File: config.mk
export PLATFORM = sky130hd
export DESIGN_NAME = kmp_first_match_finder
export DESIGN_NICKNAME = d
export VERILOG_FILES = /design/src/sv/kfmf_pkg.sv /design/src/sv/kfmf_cell.sv /design/src/sv/kmp_first_match_finder.sv
export SDC_FILE = /design/constraint.sdc
export NUM_CORES = 1
export LEC_CHECK = 0
export ABC_AREA = 1
export BUFFER_PORTS_ARGS = -buffer_cell sky130_fd_sc_hd__buf_4
export CORE_MARGIN = 4
export CORE_UTILIZATION = 35
export CTS_BUF_LIST = sky130_fd_sc_hd__clkbuf_8
export DETAILED_ROUTE_END_ITERATION = 12
export PLACE_DENSITY_LB_ADDON = 0.08
export SLEW_MARGIN = 25
export SYNTH_ARGS = -nofsm -noshare
export SYNTH_HDL_FRONTEND = slang
export SYNTH_HIERARCHICAL = 1
export SYNTH_SLANG_ARGS = --single-unit
File: constraint.sdc
create_clock -name clk_i -period 4.5 [get_ports clk_i]
set_input_delay 0.225 -clock clk_i [delete_from_list [all_inputs] [get_ports clk_i]]
set_output_delay 0.225 -clock clk_i [all_outputs]
set_load 0.01 [all_outputs]
File: src/sv/kfmf_pkg.sv
// Shared types and constants for the first-match pattern finder.
// No dependencies; imported by kfmf_cell and kmp_first_match_finder.
package kfmf_pkg;

  localparam int unsigned PAT_BYTES  = 16;
  localparam int unsigned BYTE_W     = 8;
  localparam int unsigned CFG_W      = 64;
  localparam int unsigned CFG_IDX_W  = 2;
  localparam int unsigned LEN_W      = 5;
  localparam int unsigned START_W    = 21;

  localparam logic [CFG_IDX_W-1:0] REG_PAT_LOW  = 2'd0;
  localparam logic [CFG_IDX_W-1:0] REG_PAT_HIGH = 2'd1;
  localparam logic [CFG_IDX_W-1:0] REG_PAT_LEN  = 2'd2;

  typedef struct packed {
    logic step;
    logic clear;
  } cell_ctrl_t;

endpackage

File: src/sv/kfmf_cell.sv
// One matching cell: records whether the text so far ends in the pattern prefix
// whose last byte this cell compares. Depends on kfmf_pkg.
module kfmf_cell
  import kfmf_pkg::*;
(
  input  logic              clk_i,
  input  logic              rst_ni,
  input  cell_ctrl_t        ctrl_i,
  input  logic              prev_flag_i,
  input  logic [BYTE_W-1:0] text_byte_i,
  input  logic [BYTE_W-1:0] pat_byte_i,
  output logic              hit_o,
  output logic              flag_o
);

  logic flag_q;
  logic flag_d;

  assign hit_o = prev_flag_i && (text_byte_i == pat_byte_i);

  always_comb begin
    flag_d = flag_q;
    if (ctrl_i.clear) begin
      flag_d = 1'b0;
    end else if (ctrl_i.step) begin
      flag_d = hit_o;
    end
  end

  always_ff @(posedge clk_i or negedge rst_ni) begin
    if (!rst_ni) begin
      flag_q <= 1'b0;
    end else begin
      flag_q <= flag_d;
    end
  end

  assign flag_o = flag_q;

endmodule

File: src/sv/kmp_first_match_finder.sv
// Top level of the first-match pattern finder: configuration registers,
// position count, result register and a row of kfmf_cell instances.
// Depends on kfmf_pkg and kfmf_cell.
//
// Usage: write the pattern bytes and length on the configuration port while
// no text is in flight. Text enters one item per byte on the input channel;
// the item with last_byte_i set ends the text. One result item follows each
// text: found_o and the 1-based start of the first match (0 if none).
// Each cell of the row holds one bit: whether the text so far ends in the
// pattern prefix of that cell's length. All cells update in the same cycle,
// so the block takes one byte per cycle while in_ready_o is high.
// The result is valid the cycle after the last byte is accepted.
// A result that the receiver has not taken holds the input channel off until
// it is taken, so a stall on the output costs input cycles only then.
// Reset clears the pattern to a single zero byte, the position count, the
// match record and the output register. Bytes past TEXT_MAX are counted as
// not present; a last flag on such a byte still yields the result.
module kmp_first_match_finder
  import kfmf_pkg::*;
#(
  parameter int unsigned     PATTERN_MAX = 16,
  parameter longint unsigned TEXT_MAX    = 64'd1048576
) (
  input  logic                 clk_i,
  input  logic                 rst_ni,
  input  logic                 cfg_we_i,
  input  logic [CFG_IDX_W-1:0] cfg_index_i,
  input  logic [CFG_W-1:0]     cfg_data_i,
  input  logic                 in_valid_i,
  output logic                 in_ready_o,
  input  logic [BYTE_W-1:0]    text_byte_i,
  input  logic                 last_byte_i,
  output logic                 out_valid_o,
  input  logic                 out_ready_i,
  output logic                 found_o,
  output logic [START_W-1:0]   start_position_o
);

  localparam int unsigned POS_W = $clog2(TEXT_MAX + 64'd1);
  localparam int unsigned M_W   = $clog2(PATTERN_MAX + 1);

  logic [CFG_W-1:0] pat_low_q;
  logic [CFG_W-1:0] pat_high_q;
  logic [LEN_W-1:0] pat_len_q;
  logic [POS_W-1:0] pos_q, pos_d;
  logic             seen_q, seen_d;
  logic [POS_W-1:0] start_q, start_d;
  logic             out_valid_q, out_valid_d;
  logic             found_q, found_d;
  logic [POS_W-1:0] out_start_q, out_start_d;

  logic             accept;
  logic             in_range;
  logic             cfg_hit;
  logic             found_now;
  logic [M_W-1:0]   m_eff;
  logic [POS_W-1:0] start_calc;
  cell_ctrl_t       ctrl;

  logic [PATTERN_MAX:0] flags;
  logic [PATTERN_MAX:1] hits;

  assign accept   = in_valid_i && in_ready_o;
  assign in_ready_o = !out_valid_q || out_ready_i;
  assign in_range = pos_q < POS_W'(TEXT_MAX);
  assign cfg_hit  = cfg_we_i && ((cfg_index_i == REG_PAT_LOW) ||
                    (cfg_index_i == REG_PAT_HIGH) || (cfg_index_i == REG_PAT_LEN));

  always_comb begin
    if (pat_len_q == '0) begin
      m_eff = M_W'(1);
    end else if (int'(pat_len_q) > int'(PATTERN_MAX)) begin
      m_eff = M_W'(PATTERN_MAX);
    end else begin
      m_eff = M_W'(pat_len_q);
    end
  end

  assign ctrl.step  = accept && in_range && !seen_q;
  assign found_now  = ctrl.step && hits[m_eff];
  assign ctrl.clear = cfg_hit || (accept && last_byte_i) || found_now;
  assign start_calc = pos_q + POS_W'(2) - POS_W'(m_eff);

  assign flags[0] = 1'b1;

  for (genvar k = 1; k <= PATTERN_MAX; k++) begin : g_cell
    logic [BYTE_W-1:0] pat_byte;
    if (k - 1 < 8) begin : g_low
      assign pat_byte = pat_low_q[BYTE_W*(k-1) +: BYTE_W];
    end else if (k - 1 < PAT_BYTES) begin : g_high
      assign pat_byte = pat_high_q[BYTE_W*(k-9) +: BYTE_W];
    end else begin : g_zero
      assign pat_byte = '0;
    end
    kfmf_cell u_cell (
      .clk_i       (clk_i),
      .rst_ni      (rst_ni),
      .ctrl_i      (ctrl),
      .prev_flag_i (flags[k-1]),
      .text_byte_i (text_byte_i),
      .pat_byte_i  (pat_byte),
      .hit_o       (hits[k]),
      .flag_o      (flags[k])
    );
  end

  always_comb begin
    pos_d       = pos_q;
    seen_d      = seen_q;
    start_d     = start_q;
    out_valid_d = out_valid_q;
    found_d     = found_q;
    out_start_d = out_start_q;
    if (out_ready_i) begin
      out_valid_d = 1'b0;
    end
    if (accept) begin
      if (in_range) begin
        pos_d = pos_q + POS_W'(1);
      end
      if (found_now) begin
        seen_d  = 1'b1;
        start_d = start_calc;
      end
      if (last_byte_i) begin
        out_valid_d = 1'b1;
        found_d     = seen_q || found_now;
        if (found_now) begin
          out_start_d = start_calc;
        end else if (seen_q) begin
          out_start_d = start_q;
        end else begin
          out_start_d = '0;
        end
        pos_d   = '0;
        seen_d  = 1'b0;
        start_d = '0;
      end
    end
  end

  always_ff @(posedge clk_i or negedge rst_ni) begin
    if (!rst_ni) begin
      pat_low_q   <= '0;
      pat_high_q  <= '0;
      pat_len_q   <= LEN_W'(1);
      pos_q       <= '0;
      seen_q      <= 1'b0;
      start_q     <= '0;
      out_valid_q <= 1'b0;
      found_q     <= 1'b0;
      out_start_q <= '0;
    end else begin
      if (cfg_we_i) begin
        unique case (cfg_index_i)
          REG_PAT_LOW:  pat_low_q  <= cfg_data_i;
          REG_PAT_HIGH: pat_high_q <= cfg_data_i;
          REG_PAT_LEN:  pat_len_q  <= cfg_data_i[LEN_W-1:0];
          default: begin
          end
        endcase
      end
      pos_q       <= pos_d;
      seen_q      <= seen_d;
      start_q     <= start_d;
      out_valid_q <= out_valid_d;
      found_q     <= found_d;
      out_start_q <= out_start_d;
    end
  end

  assign out_valid_o      = out_valid_q;
  assign found_o          = found_q;
  assign start_position_o = START_W'(out_start_q);

  a_no_start_without_match: assert property (@(posedge clk_i) disable iff (!rst_ni)
    out_valid_o && !found_o |-> start_position_o == '0)
    else $error("start position set without a match");

  a_pos_bounded: assert property (@(posedge clk_i) disable iff (!rst_ni)
    pos_q <= POS_W'(TEXT_MAX))
    else $error("position count beyond text limit");

  a_text_end_clears: assert property (@(posedge clk_i) disable iff (!rst_ni)
    accept && last_byte_i |=> pos_q == '0 && !seen_q && out_valid_o)
    else $error("text state not cleared after last byte");

  a_len_range: assert property (@(posedge clk_i) disable iff (!rst_ni)
    m_eff != '0 && int'(m_eff) <= int'(PATTERN_MAX))
    else $error("effective pattern length out of range");

  a_match_start_valid: assert property (@(posedge clk_i) disable iff (!rst_ni)
    found_now |-> pos_q + POS_W'(1) >= POS_W'(m_eff))
    else $error("match reported before enough bytes");

endmodule
After elaboration in Yosys (flattened, before gate mapping)
Index checks and enable logic that the tools add are counted.
{"block": "totals", "reg_bits": 214, "inputBits": 80}
{"block": "classes", "reduce_logical": 40, "addsub": 3, "muxes": 45, "eq_ne": 18, "n_lt_le_gt_ge": 3}
{"cell": "equality test 8 bit", "n": 16}
{"cell": "two-way mux 21 bit", "n": 6}
{"cell": "two-way mux 1 bit", "n": 36}
{"cell": "adder 21 x 1 -> 21 bit (second input constant)", "n": 1}
{"cell": "adder 21 x 2 -> 21 bit (second input constant)", "n": 1}
{"cell": "logical AND 1 bit", "n": 21}
{"cell": "less-than comparator 21 bit (second input constant)", "n": 1}
{"cell": "subtractor 21 x 5 -> 21 bit", "n": 1}
{"cell": "AND reduction 2 bit", "n": 6}
{"cell": "two-way mux 5 bit", "n": 2}
{"cell": "logical OR 1 bit", "n": 6}
{"cell": "less-than comparator 5 x 6 -> 1 bit (second input constant)", "n": 1}
{"cell": "nonzero test 2 bit", "n": 3}
{"cell": "binary-select mux 1 bit (select 5 bit)", "n": 1}
{"cell": "greater-than comparator 5 bit (second input constant)", "n": 1}
{"cell": "logical NOT 5 bit", "n": 1}
{"cell": "equality test 2 x 1 -> 1 bit (second input constant)", "n": 1}
{"cell": "equality test 2 bit (second input constant)", "n": 1}
{"cell": "logical NOT 1 bit", "n": 2}
{"cell": "logical NOT 2 bit", "n": 1}

Depth between registers and ports, before layout
{"block": "logic_depth", "word_depth": 8, "ltp_mapped": 19}

By module
The synthesis kept the hierarchy.
{"module": "kmp_first_match_finder", "area_each_um2": 9783.1, "cells_per_inst": 1152, "instances": 1}
{"module": "kfmf_cell", "area_each_um2": 230.2, "cells_per_inst": 46, "instances": 16}

Worst setup path after synthesis
No wires, ideal clock.
{"block": "synth_path", "path_type": "reg-to-reg", "from": "register out_valid_q, in the netlist out_valid_o", "to": "register g_cell[10].u_cell.flag_q", "path_slack_ns": 0.932, "path_stages_with_launch": 13, "synth_period_minus_slack_ns": 3.568, "setup_time_ns": 0.191, "arrival_ns": 3.377, "path_cell_list": "dfrtp_1 nand2_2 nand2_4 inv_1 nand2_1 nor2_1 o21a_1 buf_4 nand2_4 buf_6 nand3_1 o21bai_1 a21oi_2"}
{"item": "start, declared", "line_no": "kmp_first_match_finder.sv:48", "source": "logic out_valid_q, out_valid_d;"}
{"item": "start signal, assigned", "line_no": "kmp_first_match_finder.sv:166", "source": "out_valid_q <= out_valid_d;"}
{"item": "end signal, assigned", "line_no": "kfmf_cell.sv:34", "source": "flag_q <= flag_d;"}
{"item": "end, declared", "line_no": "kfmf_cell.sv:16", "source": "logic flag_q;"}

==> impl_metrics.csv <==
group,metric,value,unit
grt,grt_pass1_vias,11600,
clock_network,htreeDepth,2,
sta,slew_viol_final,0,
setup_path,path_cells,"inv_1 > nand3_1 > nand3_1 > nand3_1 > nand2_1 > nand2_1 > nand2_1 > nand3_4 > nand2_4 > nand3_1 > o21bai_1 > a21oi_2",
setup_path,crit_top_cell,"nand3_1",
logic_synthesis,syn_area,13400,um2
setup_path,path_class,"register to register",
detailed_routing,drc,0,
final_layout,layout-drive-gt1-share,0.161,
logic_synthesis,netlist_instances,1885,
sta,fin_crit_sh,0.771,
sta,hold_viol_final,0,
detailed_routing,firstDrtPassIters,5,
die,core_area,37800,um2
detailed_routing,wire_per_inst,14.2,um
hold_path,hold_path.class,"primary input to register",
placement,gp_congestion,0.842,
placement,detailedPlace.worstSlack,0.981,ns
setup_path,worst_setup_path_end_kind,"register",
die,die_area,41600,um2
sta,worst_slack,1.03,ns
setup_path,cp.required,4.98,ns
clock_network,cts_buffers,41,
setup_path,start_kind,"register",
clock_network,clk_latency,0.57,ns
clock_network,cts_sinks,214,
logic_synthesis,synth_nets,2005,
setup_path,arrival,3.94,ns
grt,grt_start_max_net_pins,107,
sta,worst_pin_slew,0.881,ns
grt,antenna_found_initial,0,
setup_path,crit_family,"simple AND/OR/NAND/NOR gates",
sta,tns,0,ns
grt,grt_first_pass_wirelength,60900,um
die,num_rows,71,
grt,grt_overflow,0,
logic_synthesis,avgSynthCellArea,7.12,um2
clock_network,cts_tree,"done",
detailed_routing,finalWirelength,36900,um
detailed_routing,viasPerCell,4.56,
final_layout,antenna_cells,0,
die,die_w,204,um
sta,skew,0.0332,ns
sta,hold_ws,0.0415,ns
die,io_pins,104,
sta,max_slew_margin,0.413,
final_layout,area_growth,20.7,%
final_layout,nNetsFinal,2174,
die,initial_core_util,0.356,
setup_path,cpPeakStageDelay,0.55,ns
detailed_routing,vias,11800,
outcome,outcome,"finished clean",
sta,period_needed,3.47,ns
pwr,powerDensity,376,nW/um2
pwr,p_leak,0.00896,uW
die,die_h,204,um
sta,rsz0062_at_grt,"no",
final_layout,design_area,16200,um2
pwr,peakVddDrop,0.211,mV
sta,setup_viol,0,
grt,gr-usage-all-layers,0.180,
detailed_routing,drt_iter0_markers,536,
sta,max_freq,288,MHz
setup_path,crit_fanout,43,
clock_network,clockBufferDepth,3,
setup_path,crit_path_top_delay_cell,"nand3_1",
clock_network,root_buffer,"clkbuf_8",
clock_network,cts_setup_buffers,0,
setup_path,crit_buf_inv,1,
logic_synthesis,ys_warn_count,6,
placement,port_buffers,103,
clock_network,clk_pin_slew,0.06,ns
job,maxCapViolCount,0,
placement,dpl_cell_area,14700,um2
placement,dp_hpwl,24900,um
detailed_routing,drtAntennaViolNets,0,
[power breakdown]
part	internal, uW	switching [uW]	total [uW]	leakage, uW
clock	1140	880	2020	0.000489
sequential	2250	232	2480	0.00272
combinational	625	976	1600	0.00575
total	4010	2090	6100	0.00896
[layout make-up]
cell class                      instances  area, um2
Clock inverter                         14       58.8
Timing Repair Buffer                  178       1510
Clock buffer                           58        798
Sequential cell                       214       5360
Fill cell                            3975      21500
Tap cell                              511        639
Multi-Input combinational cell       1214       6320
Inverter                              405       1520
[cells in the final DEF (no fill, tap or decap), types with 3 or more instances in the layout]
master	n
nor2_1	83
nand2_1	536
clkbuf_8	58
xor2_1	10
dfrtp_1	213
buf_4	111
ha_1	39
nand3_4	3
a21oi_2	32
inv_2	17
dlygate4sd3_1	66
nor4_1	3
nand3_1	70
nand2_2	6
inv_1	399
nand3_2	40
o21ai_0	173
nor2_2	20
xnor2_1	7
o21bai_1	15
or2_2	22
a21oi_1	81
nor3_2	17
nor3_1	7
nand4_1	34
[worst register-to-register path: cells and delay by family (launching register included)]
family / cells / cell delay (ns)
AOI/OAI and AO/OA: 2 / 0.48
and+or+nand+nor: 9 / 2.09
buffers and inverters: 1 / 0.43
DFF: 1 / 0.41
[final timing paths]
| check | startpoint | to | slack, ns | cells past startpoint |
|---|---|---|---|---|
| min | cfg_data_i[63] | pat_low_q[63]$_DFFE_PN0P_ | 0.04 | 3 |
| max reg2reg | pat_len_q[4]$_DFFE_PN0P_ | g_cell[2].u_cell/flag_o$_DFFE_PN0P_ | 1.03 | 12 |
| max in group asynchronous | rst_ni | pat_high_q[36]$_DFFE_PN0P_ | 3.07 | 3 |
| max | pat_len_q[4]$_DFFE_PN0P_ | g_cell[2].u_cell/flag_o$_DFFE_PN0P_ | 1.03 | 12 |
| min in group asynchronous | rst_ni | start_position_o[16]$_DFFE_PN0P_ | 0.32 | 2 |
| min reg2reg | pat_low_q[59]$_DFFE_PN0P_ | pat_low_q[59]$_DFFE_PN0P_ | 0.49 | 2 |
[stage by stage]
step                      utilization  cells  total power, uW
after floorplan                     -   1885             3560
after global placement          0.389   2456             4080
after global routing            0.429   2594             6560
after detailed placement        0.389   2456             4100
after CTS                       0.429   2594             6220
final                           0.429   2594             6100
[sequential cells by signal (all words and copies together), names as in the netlist]
name,count
start_q,21
found_o,1
pat_high_q,64
seen_q,1
out_valid_o,1
pat_len_q,5
g_cell.u_cell/flag_o,15
start_position_o,21
pat_low_q,64
pos_q,21
[metal layers]
metal	track usage	wire, um	up-vias
met1	0.232	16900	5470
li1	-	-	6156
met5	0	0	-
met4	0.0434	652	0
met2	0.318	18400	144
met3	0.0255	1040	49
[what timing repair did]
item / CTS / global route
hold endpoints to repair: 236 / 0
hold buffers: 66 / 0
gates resized for setup: 0 / 0
Note: power is estimated with default switching activity, not from simulation.
